`config.mk`:
```
export PLATFORM = sky130hd
export DESIGN_NAME = tcci_datapath
export DESIGN_NICKNAME = d
export VERILOG_FILES = /design/src/tcci_pkg.sv /design/src/tcci_div.sv /design/src/tcci_datapath.sv
export SDC_FILE = /design/constraint.sdc
export NUM_CORES = 2
export LEC_CHECK = 0
export ABC_CLOCK_PERIOD_IN_PS = 13300
export BUFFER_PORTS_ARGS = -buffer_cell sky130_fd_sc_hd__buf_2
export CORE_ASPECT_RATIO = 0.6
export CORE_UTILIZATION = 37
export DETAILED_ROUTE_END_ITERATION = 12
export GPL_TIMING_DRIVEN = 0
export MAX_ROUTING_LAYER = met4
export PLACE_DENSITY = 0.56
export SLEW_MARGIN = 20
export SYNTH_ARGS = -nofsm -noshare
export SYNTH_HDL_FRONTEND = slang
export SYNTH_SLANG_ARGS = --single-unit
export TNS_END_PERCENT = 100
```
`constraint.sdc`:
```
create_clock -name clk -period 13.3 [get_ports clk]
set_clock_uncertainty 0.2 [all_clocks]
set_input_delay 1.33 -clock clk [delete_from_list [all_inputs] [get_ports clk]]
set_output_delay 1.33 -clock clk [all_outputs]
set_load 0.02 [all_outputs]
```
`src/tcci_pkg.sv`:
```
`timescale 1ns / 1ps
// ----------------------------------------------------------------------------
// tcci_pkg
// Shared types and constants of the temperature compensated calibration block.
// ----------------------------------------------------------------------------
package tcci_pkg;

    localparam int MAX_POINTS_DEF = 8;
    localparam int MAX_ROWS_DEF   = 3;

    localparam logic [1:0] ST_OK       = 2'd0;
    localparam logic [1:0] ST_REJECTED = 2'd1;
    localparam logic [1:0] ST_NO_ROW   = 2'd2;

    localparam logic [1:0] CFG_ROW_COUNT = 2'd0;
    localparam logic [1:0] CFG_ROW0_PTS  = 2'd1;
    localparam logic [1:0] CFG_ROW1_PTS  = 2'd2;
    localparam logic [1:0] CFG_ROW2_PTS  = 2'd3;

    localparam logic CMD_CONVERT = 1'b0;
    localparam logic CMD_WRITE   = 1'b1;

    // datapath operations issued by the controller
    typedef enum logic [3:0] {
        OP_NONE      = 4'd0,
        OP_MEM_READ  = 4'd1,  // read table entry at (row, col)
        OP_LOAD_A    = 4'd2,  // latch read data as point a
        OP_LOAD_B    = 4'd3,  // latch read data as point b
        OP_LERP_V    = 4'd4,  // start value division
        OP_LERP_T    = 4'd5,  // start temperature division
        OP_PAIR_SAVE = 4'd6,  // store row pair
        OP_PAIR_RD   = 4'd7,  // load pairs i, i+1 as a/b of second stage
        OP_LERP_F    = 4'd8,  // start final division
        OP_FIN_DONE  = 4'd9,  // latch final value
        OP_ONE_ROW   = 4'd10  // single row result
    } dp_op_t;

    typedef struct packed {
        dp_op_t     op;
        logic [2:0] row;
        logic [4:0] col;
    } dp_cmd_t;

    typedef struct packed {
        logic div_busy;
        logic key_le;   // sample sig <= b.sig
        logic key_ge;   // sample sig >= a.sig
        logic rising;   // a.sig < b.sig
        logic pkey_le;  // temp <= pair[i+1].tmp
        logic pkey_ge;  // temp >= pair[i].tmp
        logic prising;  // pair[i].tmp < pair[i+1].tmp
    } dp_stat_t;

endpackage

```
`src/tcci_div.sv`:
```
`timescale 1ns / 1ps
// ----------------------------------------------------------------------------
// tcci_div
// Restoring signed divider, one quotient bit per cycle, truncates toward zero.
// ----------------------------------------------------------------------------
module tcci_div
    import tcci_pkg::*;
(
    input  logic               clk,
    input  logic               rst_n,
    input  logic               start,
    input  logic signed [63:0] num,
    input  logic signed [31:0] den,
    output logic               busy,
    output logic signed [63:0] quo
);

    logic [63:0] q_reg, q_next;
    logic [32:0] r_reg, r_next;
    logic [31:0] d_reg, d_next;
    logic [6:0]  cnt_reg, cnt_next;
    logic        neg_reg, neg_next;
    logic [33:0] trial;

    always_comb
    begin
        q_next   = q_reg;
        r_next   = r_reg;
        d_next   = d_reg;
        cnt_next = cnt_reg;
        neg_next = neg_reg;
        trial    = {r_reg, q_reg[63]} - {2'b00, d_reg};
        if (start)
        begin
            q_next   = num[63] ? 64'(-num) : num;
            d_next   = den[31] ? 32'(-den) : den;
            r_next   = '0;
            neg_next = num[63] ^ den[31];
            cnt_next = 7'd64;
        end
        else if (cnt_reg != 7'd0)
        begin
            if (!trial[33])
                r_next = trial[32:0];
            else
                r_next = {r_reg[31:0], q_reg[63]};
            q_next   = {q_reg[62:0], ~trial[33]};
            cnt_next = cnt_reg - 7'd1;
        end
    end

    always_ff @(posedge clk or negedge rst_n)
    begin
        if (!rst_n)
            cnt_reg <= '0;
        else
            cnt_reg <= cnt_next;
    end

    always_ff @(posedge clk)
    begin
        q_reg   <= q_next;
        r_reg   <= r_next;
        d_reg   <= d_next;
        neg_reg <= neg_next;
    end

    assign busy = (cnt_reg != 7'd0);
    assign quo  = neg_reg ? 64'(-q_reg) : q_reg;

endmodule

```
`src/tcci_datapath.sv`:
```
`timescale 1ns / 1ps
// ----------------------------------------------------------------------------
// tcci_datapath
// Calibration table, point registers, multiplier and divider of the block.
// ----------------------------------------------------------------------------
module tcci_datapath
    import tcci_pkg::*;
#(
    parameter int MAX_POINTS = MAX_POINTS_DEF,
    parameter int MAX_ROWS   = MAX_ROWS_DEF
)
(
    input  logic               clk,
    input  logic               rst_n,
    input  dp_cmd_t            cmd,
    input  logic               wr_en,
    input  logic [$clog2(MAX_ROWS*MAX_POINTS)-1:0] wr_addr,
    input  logic [63:0]        wr_data,
    input  logic signed [15:0] sig_in,
    input  logic signed [15:0] tmp_in,
    output dp_stat_t           stat,
    output logic signed [31:0] value
);

    localparam int DEPTH = MAX_ROWS * MAX_POINTS;
    localparam int AW    = $clog2(DEPTH);
    localparam int PW    = $clog2(MAX_POINTS);
    localparam int RW    = (MAX_ROWS > 1) ? $clog2(MAX_ROWS) : 1;

    logic [63:0] mem [DEPTH];
    logic [63:0] rd_reg;

    logic signed [31:0] av_reg, bv_reg;
    logic signed [15:0] as_reg, bs_reg, at_reg, bt_reg;
    logic signed [31:0] pv_reg [MAX_ROWS];
    logic signed [15:0] pt_reg [MAX_ROWS];
    logic signed [31:0] rv_reg;
    logic signed [31:0] fin_reg;
    logic signed [15:0] xs_reg;

    logic               div_start;
    logic signed [63:0] div_num;
    logic signed [31:0] div_den;
    logic signed [63:0] quo;
    logic               div_busy;
    logic signed [32:0] dy;
    logic signed [16:0] dx;
    logic signed [16:0] dxs;
    logic signed [49:0] prod;
    logic signed [64:0] sum_v;
    logic signed [64:0] sum_t;
    logic               flat;

    logic [AW-1:0] rd_addr;
    assign rd_addr = AW'(cmd.row * MAX_POINTS + {27'd0, cmd.col[PW-1:0]});

    always_ff @(posedge clk)
    begin
        if (wr_en)
            mem[wr_addr] <= wr_data;
        if (cmd.op == OP_MEM_READ)
            rd_reg <= mem[rd_addr];
    end

    tcci_div u_div (
        .clk   (clk),
        .rst_n (rst_n),
        .start (div_start),
        .num   (div_num),
        .den   (div_den),
        .busy  (div_busy),
        .quo   (quo)
    );

    // numerator dy * (x - x0), denominator x1 - x0
    always_comb
    begin
        dy        = '0;
        dxs       = 17'(xs_reg) - 17'(as_reg);
        dx        = 17'(bs_reg) - 17'(as_reg);
        div_start = 1'b0;
        case (cmd.op)
            OP_LERP_V:
            begin
                dy        = 33'(bv_reg) - 33'(av_reg);
                div_start = 1'b1;
            end
            OP_LERP_T:
            begin
                dy        = 33'(bt_reg) - 33'(at_reg);
                div_start = 1'b1;
            end
            OP_LERP_F:
            begin
                dy        = 33'(bv_reg) - 33'(av_reg);
                div_start = 1'b1;
            end
            default: ;
        endcase
        prod    = 50'(dy) * 50'(dxs);
        div_num = 64'(prod);
        div_den = 32'(dx);
    end

    assign flat  = (bs_reg == as_reg);
    assign sum_v = flat ? 65'(av_reg) : 65'(av_reg) + 65'(quo);
    assign sum_t = flat ? 65'(at_reg) : 65'(at_reg) + 65'(quo);

    function automatic logic signed [31:0] sat32(input logic signed [64:0] v);
        if (v > 65'sd2147483647)
            return 32'h7FFFFFFF;
        else if (v < -65'sd2147483648)
            return 32'h80000000;
        else
            return v[31:0];
    endfunction

    function automatic logic signed [15:0] sat16(input logic signed [64:0] v);
        if (v > 65'sd32767)
            return 16'h7FFF;
        else if (v < -65'sd32768)
            return 16'h8000;
        else
            return v[15:0];
    endfunction

    always_ff @(posedge clk)
    begin
        case (cmd.op)
            OP_MEM_READ:
                xs_reg <= sig_in;
            OP_LOAD_A:
            begin
                av_reg <= rd_reg[31:0];
                as_reg <= rd_reg[47:32];
                at_reg <= rd_reg[63:48];
            end
            OP_LOAD_B:
            begin
                bv_reg <= rd_reg[31:0];
                bs_reg <= rd_reg[47:32];
                bt_reg <= rd_reg[63:48];
            end
            OP_LERP_T:
                rv_reg <= sat32(sum_v);
            OP_PAIR_SAVE:
            begin
                pv_reg[cmd.row[RW-1:0]] <= rv_reg;
                pt_reg[cmd.row[RW-1:0]] <= sat16(sum_t);
            end
            OP_PAIR_RD:
            begin
                av_reg <= pv_reg[cmd.col[RW-1:0]];
                as_reg <= pt_reg[cmd.col[RW-1:0]];
                bv_reg <= pv_reg[RW'(cmd.col[RW-1:0] + 1'b1)];
                bs_reg <= pt_reg[RW'(cmd.col[RW-1:0] + 1'b1)];
                xs_reg <= tmp_in;
            end
            OP_FIN_DONE:
                fin_reg <= sat32(sum_v);
            OP_ONE_ROW:
                fin_reg <= pv_reg[0];
            default: ;
        endcase
    end

    assign stat.div_busy = div_busy;
    assign stat.rising   = as_reg < bs_reg;
    assign stat.key_le   = xs_reg <= bs_reg;
    assign stat.key_ge   = xs_reg >= as_reg;
    assign stat.prising  = as_reg < bs_reg;
    assign stat.pkey_le  = xs_reg <= bs_reg;
    assign stat.pkey_ge  = xs_reg >= as_reg;
    assign value         = fin_reg;

endmodule

```
==> results.md <==
- Status: finished clean
- CP required: approximately 14 ns
- Crit path time final: 12.90 ns
- Drt drc: 0
- Share of layout cells above drive strength 1: 0.152
- Initial antenna violation count: 36
- Endpoints failing setup: 0
- Setup crit end: u_div.q_reg[48]
- Clk Latency, worst-skew pair: slightly below 0.9 ns
- Number of register bits inferred by synthesis: between 2k and 2.5k
- Worst R2R Start: av_reg[0]
- Post-synth EDFFs: 2049
- Maximum root-to-sink buffer count: 4
- Seq/Total Area, Yosys: 0.533
- Core footprint: 314000 um2
- Max Freq: 77.5 MHz
- DRT Pass-1 Iters: 8
- Inst Count DP: 13.3k
- VDD IR-drop max: ~130 uV
- GR Overflow Total: 0
- Crit path largest cell delay: 0.85 ns
- Critical R2R Capture: u_div.q_reg[48]
- Crit-path slowest cell: fa_1
- Nets: 10.3k
- Die outline width: 728 um
- CTS HTree Levels: 4
- Routed via count: 77.5k
- Max Cap Viol: 0
- Synth warnings: 0
- CTS Buf Count: 205
- Pwr Density: 189 nW/um2
- Detail Route Antenna Nets: 0
- DR iter-0 viols: 10.0k
- First-pass GRT wire length: 553 mm
- Largest net degree at the start of global routing: 59
- CP most frequent cell: fa_1
- Area growth syn-to-layout: 14.1%
- Pre-CTS setup slack: -0.985 ns
- Crit Path Max Fanout: 10
- Vias in the first global route: 74.7k
- Final Power: 25.3 mW
- Gate Count Post-Synth: 8758
- Dpl cell area: ~130000 um2
- Root cell of the clock tree: clkbuf_16
- PortBufs: around 140
- Ys async rst share: 0.00335
- CTS clk-pin slew, worst paths: 0.07 ns
- Vias per std cell: roughly 5.7
- Final worst path period share: 0.970
- Die Y: 438 um
- Max reg flops: around 1.5k
- P_leak: about 49 nW
- CP startpoint kind: register
- Crit. End Element: register
- Post-route insts no fill: roughly 14k
- Global-route usage over all layers: 0.248
- Die area: 318000 um2
- Top-Level Pins: 155
- Post-Syn Area per Cell: 13.4 um2
- Final wirelength: 390 mm
- Cell area after synthesis: 117000 um2
- Drt wl/cell: ~29 um
- Crit path setup slack, layout: 0.399 ns
- DP HPWL: 305 mm
- Normalized max-slew margin: 0.0447
- Crit path from: av_reg[0]
- Crit path DAT: 13.31 ns
- Crit path kind: reg -> reg
- Hold Fails Final Rpt: 0
- Hold crit path type: in -> async
- Worst R2R Setup Slack: 0.40 ns
- CTS tree: done
- Initial core utilization: 0.373
- Synth unique cells: 111
- Fillcell total: 28.4k
- Main synth FF type: edfxtp_1
- Worst-margin pin slew: 1.43 ns
- Site Rows: approximately 160
- GPL Wtd Cong: about 1.0
- CTS Sinks: 2089
- Final count of pins violating max slew: 0
- Final instance area: 133000 um2
- Worst r2r path cells: 35
[layout make-up]
cell class / count / area, um2 / share of cell area
Clock buffer: 234 / 5280 / 0.0396
Tap cell: 4186 / 5240 / 0.0392
Multi-Input combinational cell: 5539 / 51100 / 0.383
Sequential cell: 2089 / 62400 / 0.467
Buffer: 390 / 1700 / 0.0127
Inverter: 746 / 2800 / 0.0210
Antenna cell: 24 / 60.1 / 0.000450
Timing Repair Buffer: 313 / 3770 / 0.0282
Clock inverter: 127 / 1130 / 0.00844
[timing repair]
item	in CTS	in global routing
hold endpoints to repair	0	0
buffers inserted	1	14
setup endpoints to repair	48	50
resized for setup	25	78
hold buffers	0	0
pin swaps	1	4
[worst min-delay path by stage]
| stage | start | to | cells after the start |
|---|---|---|---|
| global route | rst_n | u_div.cnt_reg[6] | 1 |
| global placement | rv_reg[5] | pv_reg[1][5] | 0 |
| floorplan | rd_reg[48] | at_reg[0] | 0 |
| finish | rst_n | u_div.cnt_reg[6] | 1 |
| CTS | rst_n | u_div.cnt_reg[6] | 1 |
| detailed placement | rv_reg[27] | pv_reg[1][27] | 0 |
[through the flow]
| stage | setup TNS, ns | utilization | hold WS, ns |
|---|---|---|---|
| after global placement | -61.02 | 0.392 | 0.244 |
| after CTS | 0 | 0.424 | 0.0958 |
| final | 0 | 0.425 | 0.146 |
| after detailed placement | -23.92 | 0.403 | 0.257 |
| after global routing | -0.0269 | 0.425 | 0.129 |
| after floorplan | 0 | - | 0.221 |
[layout by cell type (no fill, tap or decap), drive strengths merged, types with 154 or more instances in the layout]
master	count
fa	543
xnor2	232
buf	372
edfxtp	2049
inv	752
nor2b	154
a21oi	555
nor2	760
o21ai	332
clkbuf	564
mux4	448
nand2	537
ha	379
[where the power goes]
group	switching, mW	total, mW	internal, mW
clock network	2.56	5.73	3.17
logic	7.66	11.6	3.90
registers	0.251	7.97	7.72
[layer usage]
layer  track usage  share of wire  vias up
met5             -              0        -
met3        0.0751           0.12      436
met1         0.390           0.48    40100
met2         0.309           0.38     3668
met4        0.0480          0.020        0
li1              -              -    33300
[worst max-delay path, delay by kind of cell (launching register included)]
kind / cells / cell delay, ns
xor+xnor: 1 / 0.32
flops: 1 / 0.41
fa+ha+maj: 9 / 4.38
simple gates: 8 / 2.22
compound gates: 14 / 4.11
buf+inv: 3 / 1.02
[synth_stat cells, types with 46 or more instances]
master    number  area, um2
xnor2_1      232       2030
xor2_1       139       1220
fa_1         543      10900
clkbuf_1     321       1200
buf_1         58        218
mux2_2       100       1130
inv_1        744       2790
mux2i_1       86        861
edfxtp_1    2049      61500
a21oi_1      554       2770
and3_1        53        332
nand3_1       72        360
nand4_1       61        382
nor3_1       118        591
nor2_1       759       2850
and2_1        46        288
nand2b_1      72        450
nand2_1      536       2010
a211oi_1      83        623
o21ai_0      326       1630
o31ai_1       93        698
ha_1         379       4740
nor2b_1      154        963
mux4_2       448      10100
a21o_1       137       1030
[cells by family (layout without fill, tap and decap cells)]
group,Yosys count,in the layout,share of synthesized area
flops,2089,2089,0.533
simple gates,2052,2052,0.0819
compound gates,1545,1545,0.0825
buf+inv,1144,1810,0.0379
fa+ha+maj,922,922,0.133
mux,634,634,0.103
xor+xnor,371,371,0.0278
other cells,1,39,0.0000321
Note: power is estimated with default switching activity, not from simulation.
