<file path="config.mk">
export PLATFORM = sky130hd
export DESIGN_NAME = tcci_ctrl
export DESIGN_NICKNAME = d
export VERILOG_FILES = /design/src/tcci_pkg.sv /design/src/tcci_ctrl.sv
export SDC_FILE = /design/constraint.sdc
export NUM_CORES = 1
export LEC_CHECK = 0
export ABC_AREA = 1
export BUFFER_PORTS_ARGS = -buffer_cell sky130_fd_sc_hd__buf_2
export CELL_PAD_IN_SITES_DETAIL_PLACEMENT = 1
export CELL_PAD_IN_SITES_GLOBAL_PLACEMENT = 2
export CORE_UTILIZATION = 30
export CTS_CLUSTER_DIAMETER = 200
export CTS_CLUSTER_SIZE = 40
export DETAILED_ROUTE_END_ITERATION = 12
export GPL_TIMING_DRIVEN = 0
export PLACE_DENSITY_LB_ADDON = 0.1
export SLEW_MARGIN = 20
export SYNTH_ARGS = -nofsm -noshare
export SYNTH_HDL_FRONTEND = slang
export SYNTH_SLANG_ARGS = --single-unit
export TNS_END_PERCENT = 1
</file>
<file path="constraint.sdc">
create_clock -name clk -period 3.61 [get_ports clk]
set_input_delay 0.5415 -clock clk [delete_from_list [all_inputs] [get_ports clk]]
set_output_delay 0.5415 -clock clk [all_outputs]
set_load 0.02 [all_outputs]
</file>
<file path="src/tcci_pkg.sv">
`timescale 1ns / 1ps
// ----------------------------------------------------------------------------
// tcci_pkg
// Shared types and constants of the temperature compensated calibration block.
// ----------------------------------------------------------------------------
package tcci_pkg;

    localparam int MAX_POINTS_DEF = 8;
    localparam int MAX_ROWS_DEF   = 3;

    localparam logic [1:0] ST_OK       = 2'd0;
    localparam logic [1:0] ST_REJECTED = 2'd1;
    localparam logic [1:0] ST_NO_ROW   = 2'd2;

    localparam logic [1:0] CFG_ROW_COUNT = 2'd0;
    localparam logic [1:0] CFG_ROW0_PTS  = 2'd1;
    localparam logic [1:0] CFG_ROW1_PTS  = 2'd2;
    localparam logic [1:0] CFG_ROW2_PTS  = 2'd3;

    localparam logic CMD_CONVERT = 1'b0;
    localparam logic CMD_WRITE   = 1'b1;

    // datapath operations issued by the controller
    typedef enum logic [3:0] {
        OP_NONE      = 4'd0,
        OP_MEM_READ  = 4'd1,  // read table entry at (row, col)
        OP_LOAD_A    = 4'd2,  // latch read data as point a
        OP_LOAD_B    = 4'd3,  // latch read data as point b
        OP_LERP_V    = 4'd4,  // start value division
        OP_LERP_T    = 4'd5,  // start temperature division
        OP_PAIR_SAVE = 4'd6,  // store row pair
        OP_PAIR_RD   = 4'd7,  // load pairs i, i+1 as a/b of second stage
        OP_LERP_F    = 4'd8,  // start final division
        OP_FIN_DONE  = 4'd9,  // latch final value
        OP_ONE_ROW   = 4'd10  // single row result
    } dp_op_t;

    typedef struct packed {
        dp_op_t     op;
        logic [2:0] row;
        logic [4:0] col;
    } dp_cmd_t;

    typedef struct packed {
        logic div_busy;
        logic key_le;   // sample sig <= b.sig
        logic key_ge;   // sample sig >= a.sig
        logic rising;   // a.sig < b.sig
        logic pkey_le;  // temp <= pair[i+1].tmp
        logic pkey_ge;  // temp >= pair[i].tmp
        logic prising;  // pair[i].tmp < pair[i+1].tmp
    } dp_stat_t;

endpackage

</file>
<file path="src/tcci_ctrl.sv">
`timescale 1ns / 1ps
// ----------------------------------------------------------------------------
// tcci_ctrl
// Sequencer: segment search and two lerps per row; final lerp if >1 row used.
// ----------------------------------------------------------------------------
module tcci_ctrl
    import tcci_pkg::*;
#(
    parameter int MAX_POINTS = MAX_POINTS_DEF,
    parameter int MAX_ROWS   = MAX_ROWS_DEF
)
(
    input  logic        clk,
    input  logic        rst_n,
    input  logic        start,
    input  logic [3:0]  nrows,
    input  logic [5:0]  npts [MAX_ROWS],
    input  dp_stat_t    stat,
    output dp_cmd_t     cmd,
    output logic        busy,
    output logic        done,
    output logic [3:0]  used
);

    localparam int RW = (MAX_ROWS > 1) ? $clog2(MAX_ROWS) : 1;

    typedef enum logic [10:0] {
        S_IDLE  = 11'b00000000001,
        S_ROW   = 11'b00000000010,
        S_RDA   = 11'b00000000100,
        S_LDA   = 11'b00000001000,
        S_RDB   = 11'b00000010000,
        S_CHK   = 11'b00000100000,
        S_LV    = 11'b00001000000,
        S_LT    = 11'b00010000000,
        S_SAVE  = 11'b00100000000,
        S_PAIR  = 11'b01000000000,
        S_FIN   = 11'b10000000000
    } state_t;

    state_t     state_reg, state_next;
    logic [3:0] r_reg, r_next;
    logic [5:0] i_reg, i_next;
    logic [3:0] j_reg, j_next;
    logic [1:0] ph_reg, ph_next;
    logic       done_reg, done_next;
    logic [5:0] n;
    logic       last_seg;

    assign n        = (r_reg < 4'(MAX_ROWS)) ? npts[r_reg[RW-1:0]] : 6'd0;
    assign last_seg = (state_reg == S_PAIR) ? (6'(i_reg) + 6'd2 >= 6'(j_reg))
                                            : (i_reg + 6'd2 >= n);

    always_comb
    begin
        state_next = state_reg;
        r_next     = r_reg;
        i_next     = i_reg;
        j_next     = j_reg;
        ph_next    = ph_reg;
        done_next  = 1'b0;
        cmd        = '{op: OP_NONE, row: 3'(r_reg), col: 5'(i_reg)};
        case (state_reg)
            S_IDLE:
                if (start)
                begin
                    r_next     = '0;
                    j_next     = '0;
                    state_next = S_ROW;
                end
            S_ROW:
                if (r_reg >= nrows)
                begin
                    i_next     = '0;
                    ph_next    = '0;
                    state_next = S_PAIR;
                end
                else if (n < 6'd2)
                    r_next = r_reg + 4'd1;
                else
                begin
                    i_next     = '0;
                    state_next = S_RDA;
                end
            S_RDA:
            begin
                cmd.op     = OP_MEM_READ;
                state_next = S_LDA;
            end
            S_LDA:
            begin
                cmd.op     = OP_LOAD_A;
                state_next = S_RDB;
            end
            S_RDB:
            begin
                cmd.op     = OP_MEM_READ;
                cmd.col    = 5'(i_reg + 6'd1);
                state_next = S_CHK;
                ph_next    = '0;
            end
            S_CHK:
                if (ph_reg == 2'd0)
                begin
                    cmd.op  = OP_LOAD_B;
                    ph_next = 2'd1;
                end
                else if ((stat.rising ? stat.key_le : stat.key_ge) || last_seg)
                    state_next = S_LV;
                else
                begin
                    i_next     = i_reg + 6'd1;
                    state_next = S_RDA;
                end
            S_LV:
            begin
                cmd.op     = OP_LERP_V;
                ph_next    = 2'd0;
                state_next = S_LT;
            end
            S_LT:
                if (ph_reg == 2'd0)
                begin
                    ph_next = 2'd1;
                end
                else if (!stat.div_busy)
                begin
                    cmd.op     = OP_LERP_T;
                    ph_next    = 2'd0;
                    state_next = S_SAVE;
                end
            S_SAVE:
                if (ph_reg == 2'd0)
                    ph_next = 2'd1;
                else if (!stat.div_busy)
                begin
                    cmd.op     = OP_PAIR_SAVE;
                    cmd.row    = 3'(j_reg);
                    j_next     = j_reg + 4'd1;
                    r_next     = r_reg + 4'd1;
                    state_next = S_ROW;
                end
            S_PAIR:
                if (j_reg < 4'd2)
                begin
                    if (j_reg == 4'd1)
                        cmd.op = OP_ONE_ROW;
                    done_next  = 1'b1;
                    state_next = S_IDLE;
                end
                else if (ph_reg == 2'd0)
                begin
                    cmd.op  = OP_PAIR_RD;
                    ph_next = 2'd1;
                end
                else if ((stat.prising ? stat.pkey_le : stat.pkey_ge) || last_seg)
                begin
                    cmd.op     = OP_LERP_F;
                    ph_next    = 2'd0;
                    state_next = S_FIN;
                end
                else
                begin
                    i_next  = i_reg + 6'd1;
                    ph_next = 2'd0;
                end
            S_FIN:
                if (ph_reg == 2'd0)
                    ph_next = 2'd1;
                else if (!stat.div_busy)
                begin
                    cmd.op     = OP_FIN_DONE;
                    done_next  = 1'b1;
                    state_next = S_IDLE;
                end
            default:
                state_next = S_IDLE;
        endcase
    end

    always_ff @(posedge clk or negedge rst_n)
    begin
        if (!rst_n)
        begin
            state_reg <= S_IDLE;
            r_reg     <= '0;
            i_reg     <= '0;
            j_reg     <= '0;
            ph_reg    <= '0;
            done_reg  <= 1'b0;
        end
        else
        begin
            state_reg <= state_next;
            r_reg     <= r_next;
            i_reg     <= i_next;
            j_reg     <= j_next;
            ph_reg    <= ph_next;
            done_reg  <= done_next;
        end
    end

    assign busy = (state_reg != S_IDLE) || done_reg;
    assign done = done_reg;
    assign used = j_reg;

endmodule

</file>
==> results of run 1 <==
## metal layers
| layer | GRT usage, % | share of wire (%) | up-vias |
|---|---|---|---|
| li1 | - | - | 1339 |
| met1 | 23.9 | 48 | 1194 |
| met2 | 31.9 | 49 | 32 |
| met3 | 1.28 | 2.1 | 5 |
| met4 | 3.03 | 0.79 | 0 |
| met5 | 0 | 0 | - |
## placed cells by master (no fill, tap or decap), types with 5 or more instances in the layout
cell type	Yosys	layout
nand2_4	5	5
ha_1	19	19
o21ai_2	5	5
o21ai_0	14	13
nand3_1	27	26
nand2_1	102	102
nand4_1	9	9
o21ai_1	5	6
nor3_1	7	7
buf_2	1	50
nor2_1	29	29
nand2_2	13	13
dfrtp_1	26	22
inv_2	7	7
inv_1	59	59
buf_4	0	8
a21oi_1	10	10
nor2_4	6	6
## kinds of logic after synthesis
group	count (synthesis)	share of synthesized area, %
flip-flops	27	25.9
adder cells (fa/ha/maj)	19	9.10
multiplexers	4	1.63
AND/OR/NAND/NOR	213	40.7
buffers and inverters	70	10.7
AO/OA/AOI/OAI	41	9.34
XOR/XNOR	8	2.68
## worst register-to-register path, cell delays in order (launching register included)
cell     delay, ns
dfrtp_2       0.45
ha_1          0.24
nor3_4        0.25
inv_1         0.09
a21oi_2       0.15
inv_1         0.06
ha_1          0.31
nand2_1       0.06
a21oi_1       0.05
nor2_1        0.11
o21ai_1       0.11
nand2_1       0.14
nand3_1       0.13
nand2_1       0.12
nand3_2       0.09
buf_6         0.16
nand2_2       0.07
o21ai_2       0.05
## power by group through the flow
| stage | clock (mW) | sequential (mW) | combinational (mW) |
|---|---|---|---|
| floorplan | 0 | 0.378 | 0.568 |
| global placement | 0 | 0.387 | 0.751 |
| detailed placement | 0 | 0.389 | 0.763 |
| CTS | 0.199 | 0.383 | 0.768 |
| global route | 0.206 | 0.383 | 0.877 |
| finish | 0.190 | 0.378 | 0.772 |
## path summary, 6_finish.rpt
check	endpoint	slack (ns)	cells after the start
worst max-delay path	cmd[11]	0.25	15
worst min-delay path	state_reg[3]	0.27	1
worst max register to register	i_reg[5]	0.86	17
worst min register to register	state_reg[7]	0.55	2
max in group asynchronous	i_reg[1]	2.85	1
min in group clk	state_reg[7]	0.55	2
## area by class of cell
| class | count | share of cell area [%] |
|---|---|---|
| buffer | 3 | 0.886 |
| multi-input combinational | 285 | 53.5 |
| clock inverter | 1 | 0.161 |
| clock buffer | 3 | 1.33 |
| sequential | 27 | 22.0 |
| inverter | 67 | 8.10 |
| tap | 105 | 4.23 |
| timing repair buffer | 57 | 9.83 |
## repair_timing
| action | in CTS | in global routing |
|---|---|---|
| pin swaps | 1 | 2 |
| setup endpoints to repair | 1 | 1 |
| setup buffers | 0 | 8 |
| resized for setup | 0 | 6 |
## stage by stage
stage	hold slack (ns)	util (%)	instance area (um^2)	setup WS (ns)	instances
2_1_floorplan	0.246	-	2610	0.814	382
3_5_place_dp	0.527	35.8	2990	0.269	536
5_1_grt	0.329	37.2	3110	0.0164	548
3_3_place_gp	0.519	35.8	2990	0.270	536
4_1_cts	0.305	36.4	3040	0.00261	540
6_report	0.275	37.2	3110	0.252	548
==> results.cfg, run 1 <==
[status]
status = finished clean

[finish]
final_nets = 495
n_antenna_cell = 0
layout-drive-gt1-share_pct = 27.1
largest_reg_flops = 11
area.sequential_um2 = 682
multi_input_area_um2 = 1660
nFillCells = 1092
area_delta_synth_final_pct = 18.9

[detailed_routing]
vias_per_cell = 4.69
vias = 2570
routedWlPerCell_um = 13.9
detail_route.iter0.violations = 55
ant_nets = 0
drc = 0
dr.pass1.iters = 4
wirelength_um = 7640

[sta]
rsz0062_at_grt = false
finalMaxSlewViolations = 0
fin_crit_ns = 3.36
slew_headroom_pct = 50.2
finalSetupTns_ns = 0
period_share_pct = 93.0
skew_ns = 0.00431
setup_viol = 0
tightest_slew_ns = 0.744
hold_viol_final = 0
fmax_ghz = 0.298

[clock_network]
cts_sinks = 27
clk_latency_ns = 0.29
cts_max_level = 1
cts_buffers = 3
cts_tree = built
clockBufferDepth = 2
cts_hold_buf = 0
path_clk_slew_ns = 0.11
clock-root-buffer = clkbuf_8

[floorplanning]
core_um2 = 8340
dieHeight_um = 95.3
initial_utilization_pct = 31.3
std_cell_rows = 33
die-area_um2 = 9090
die_w_um = 95.3
ios = 50

[pwr]
p_seq_share_pct = 28.2
swShare_pct = 49.1
power.density_nw_per_um2 = 431
pwr-share-clk_pct = 14.2
power.internal_uw = 681
power.leakage_nw = 1.79
ir_worst_vdd_uv = 124
power.switching_uw = 658
power_frac_comb_pct = 57.6
p_total_mw = 1.34

[job]
max_cap_viol_count = 0

[logic_synthesis]
yosysWarnings = 0
synth.distinct_cells = 39
synth.top_cell.area_share_pct = 24.9
syn_nets = 433
synth_area_leaders = dfrtp_1, nand2_1, ha_1
netlist_top_cells_count = nand2_1, inv_1, nor2_1, nand3_1, dfrtp_1
synth_edf_count = 0
async_reset_ff_share_pct = 100
yosysMostFrequentCell = nand2_1
ys.flop_type = dfrtp_1
synth_top_area_cell = dfrtp_1
synth_seq_cells = 27
synthCells = 382
syn_avg_cell_area_um2 = 6.84
ys_seq_area_share_pct = 25.9
synth_area_um2 = 2610

[critical_path]
r2r-start = r_reg[1]
worstSetupEndpointType = primary output
cp_slowest_cell = dfrtp_2
crit_required_ns = 3.07
cp-start-kind = flip-flop
worst-setup-path-type = flip-flop to primary output
worstPathArrival_ns = 2.82
crit_start = r_reg[1]
worst-path-buf-inv = 3
critPathMaxFanout = 4
crit_path_cell_trace = ha_1 > nor3_4 > inv_1 > a21oi_2 > inv_1 > ha_1 > nand2_1 > a21oi_1 > nor2_1 > o21ai_1 > nand2_1 > nand3_1 > nand3_2 > nand3_1 > buf_2
cpPeakStageDelay_ns = 0.45
cp_top_family = simple AND/OR/NAND/NOR gates

[global_route]
grt_pass1_wl_um = 12500
grt_remaining_overflow = 0
groute.usage.overall_pct = 17.9
grt_pass1_vias = 2610
antenna_found_initial = 0
grt_max_degree = 28

[placed_design]
gp_congestion = 0.801
portBuffers = 49
place_hpwl_um = 6270

[hold_path]
hp-class = input port to async pin
No activity file was read; power rests on OpenSTA's default activity.
==> run 2, diff against run 1 <==
--- a/config.mk
+++ b/config.mk
@@ -5,7 +5,6 @@
 export SDC_FILE = /design/constraint.sdc
 export NUM_CORES = 1
 export LEC_CHECK = 0
-export ABC_AREA = 1
 export BUFFER_PORTS_ARGS = -buffer_cell sky130_fd_sc_hd__buf_2
 export CELL_PAD_IN_SITES_DETAIL_PLACEMENT = 1
 export CELL_PAD_IN_SITES_GLOBAL_PLACEMENT = 2
==> run 2 against run 1 <==
Against the previous run: critical path depth decreased by 3; clock-buffer cell count did not move; sequential share of layout area up 1.0 points; worst setup slack gained 0.0066 ns; synthesized cell count down 20%; synthesized area shrank 5.6%; critical endpoint is now i_reg[4].
==> results.cfg, run 2 <==
[status]
status = finished clean

[logic_synthesis]
synthCells = 304
synth_compound_area_share_pct = 18.8
synth.distinct_cells = 62
synth_area_um2 = 2470
syn_nets = 355
async_reset_ff_share_pct = 100
synth_area_leaders = dfrtp_1, ha_1, o21ai_0
ys_seq_area_share_pct = 27.4
synth_edf_count = 0
muxShareOfSynthArea_pct = 4.21
synth.top_cell.area_share_pct = 26.4
yosysWarnings = 0
netlist_top_cells_count = nand2_1, nor2_1, dfrtp_1, o21ai_0, ha_1
ys.flop_type = dfrtp_1
synth_top_family_by_area = simple AND/OR/NAND/NOR gates
synthXorXnorAreaFrac_pct = 4.97
syn_avg_cell_area_um2 = 8.11
synth-simple-area-share_pct = 30.5
synth_seq_cells = 27
synthAdderAreaFrac_pct = 9.64
synth_top_area_cell = dfrtp_1

[critical_path]
crit_required_ns = 3.81
critPathMaxFanout = 10
rrSetupSlack_ns = 0.26
crit_path_cell_trace = clkbuf_2 > nor2b_4 > a21oi_1 > or4_1 > ha_1 > nand3_1 > nand2_1 > a41oi_2 > a21o_1 > nand4_1 > or2_1 > o31ai_1
worstPathArrival_ns = 3.55
worst-setup-path-type = flip-flop to flip-flop
cp-start-kind = flip-flop
cp_slowest_cell = or4_1
cpPeakStageDelay_ns = 0.46
worstSetupEndpointType = flip-flop

[finish]
largest_reg_flops = 11
layout-drive-gt1-share_pct = 21.8
multi_input_area_um2 = 1700
final_cell_mix = buf_2, nor2_1, nand2_1
area_delta_synth_final_pct = 19.5
final_nets = 414
post_layout_nonfiller_instances = 464
n_antenna_cell = 0
final_common_cell = buf_2
area.sequential_um2 = 677
nFillCells = 1008

[pwr]
power.density_nw_per_um2 = 407
ir_worst_vdd_uv = 194
power.leakage_nw = 1.41

[sta]
fmax_ghz = 0.298
hold_slack_ns = 0.278
finalMaxSlewViolations = 0
hold_viol_final = 0
setup_viol = 0
tightest_slew_ns = 0.823
skew_ns = 0.00554
period_share_pct = 92.8
fin_crit_ns = 3.35
slew_headroom_pct = 44.6

[floorplanning]
ios = 50
std_cell_rows = 32
dieHeight_um = 92.7
core_um2 = 7850
die-area_um2 = 8590
die_w_um = 92.7
initial_utilization_pct = 31.4

[detailed_routing]
vias_per_cell = 5.06
dr.pass1.iters = 4
ant_nets = 0
wirelength_um = 7550
vias = 2347
detail_route.iter0.violations = 93
routedWlPerCell_um = 16.3
drc = 0

[clock_network]
cts_max_level = 1
path_clk_slew_ns = 0.11
cts_tree = built
clk_latency_ns = 0.28
clock-root-buffer = clkbuf_8
cts_sinks = 27
cts_hold_buf = 0
clockBufferDepth = 2
cts_buffers = 3

[global_route]
groute.usage.overall_pct = 18.8
grt_remaining_overflow = 0
grt_pass1_vias = 2402
grt_max_degree = 28
antenna_found_initial = 0
grt_pass1_wl_um = 12500

[placed_design]
gp_congestion = 0.761
post-place-cells = 455
place_hpwl_um = 6030
portBuffers = 49

[job]
max_cap_viol_count = 0

[hold_path]
hp-class = input port to async pin
run 2: cell type report:
class / instances / share of cell area, %
Clock inverter: 1 / 0.255
Clock buffer: 3 / 1.40
Inverter: 15 / 1.91
Multi-Input combinational cell: 250 / 57.7
Timing Repair Buffer: 54 / 9.60
Tap cell: 102 / 4.33
Buffer: 12 / 1.83
Sequential cell: 27 / 23.0
run 2: metrics by stage:
| step | cell area [um^2] | setup TNS (ns) | setup WS, ns | utilization (%) | total power, mW |
|---|---|---|---|---|---|
| 6_report | 2950 | 0 | 0.259 | 37.5 | 1.20 |
| 5_1_grt | 2950 | -0.0286 | -0.0191 | 37.5 | 1.30 |
| 4_1_cts | 2900 | 0 | 0.0390 | 36.9 | 1.19 |
| 3_5_place_dp | 2840 | -1.27 | -0.295 | 36.2 | 0.993 |
| 3_3_place_gp | 2840 | -0.988 | -0.236 | 36.2 | 0.981 |
| 2_1_floorplan | 2470 | 0 | 0.596 | - | 0.808 |
run 2: what timing repair did:
item	4_1_cts	5_1_grt
cloned	0	0
setup endpoints to repair	5	8
pin swaps	0	1
resized for setup	3	2
buffers inserted	0	5
run 2: where the power goes:
| group | leakage, nW | internal [mW] | switching [mW] | total (mW) |
|---|---|---|---|---|
| clock | 0.0217 | 0.0786 | 0.112 | 0.190 |
| sequential | 0.372 | 0.335 | 0.0390 | 0.374 |
| combinational | 1.02 | 0.256 | 0.378 | 0.634 |
| total | 1.41 | 0.670 | 0.528 | 1.20 |
run 2: cells by family after synthesis:
logic type                 after synthesis
DFF                                     27
muxes                                   10
and+or+nand+nor                        137
AOI/OAI and AO/OA                       70
xor gates and xnor gates                14
buffers and inverters                   27
adders and majority gates               19
run 2: routing by layer:
| metal | vias to the layer above | global-route usage (%) | share of wire (%) |
|---|---|---|---|
| met5 | - | 0 | 0 |
| met3 | 2 | 1.72 | 1.6 |
| met1 | 1105 | 25.8 | 49 |
| li1 | 1211 | - | - |
| met2 | 29 | 32.3 | 48 |
| met4 | 0 | 3.08 | 0.65 |
run 2: critical path: cells and delay by family, from the launching register on:
kind | cells | cell delay (ns)
AND/OR/NAND/NOR | 6 | 1.48
AO/OA/AOI/OAI | 4 | 0.77
flip-flops | 1 | 0.42
adder cells (fa/ha/maj) | 1 | 0.34
buffers and inverters | 1 | 0.26
run 2: path summary, 6_finish.rpt:
| kind | from | endpoint | depth (start not counted) |
|---|---|---|---|
| setup / recovery | r_reg[1] | i_reg[4] | 12 |
| hold / removal | rst_n | r_reg[1] | 1 |
| setup reg to reg | r_reg[1] | i_reg[4] | 12 |
| hold reg to reg | used[2] | used[2] | 1 |
| max in group asynchronous | rst_n | state_reg[3] | 1 |
| min in group clk | start | state_reg[0] | 4 |
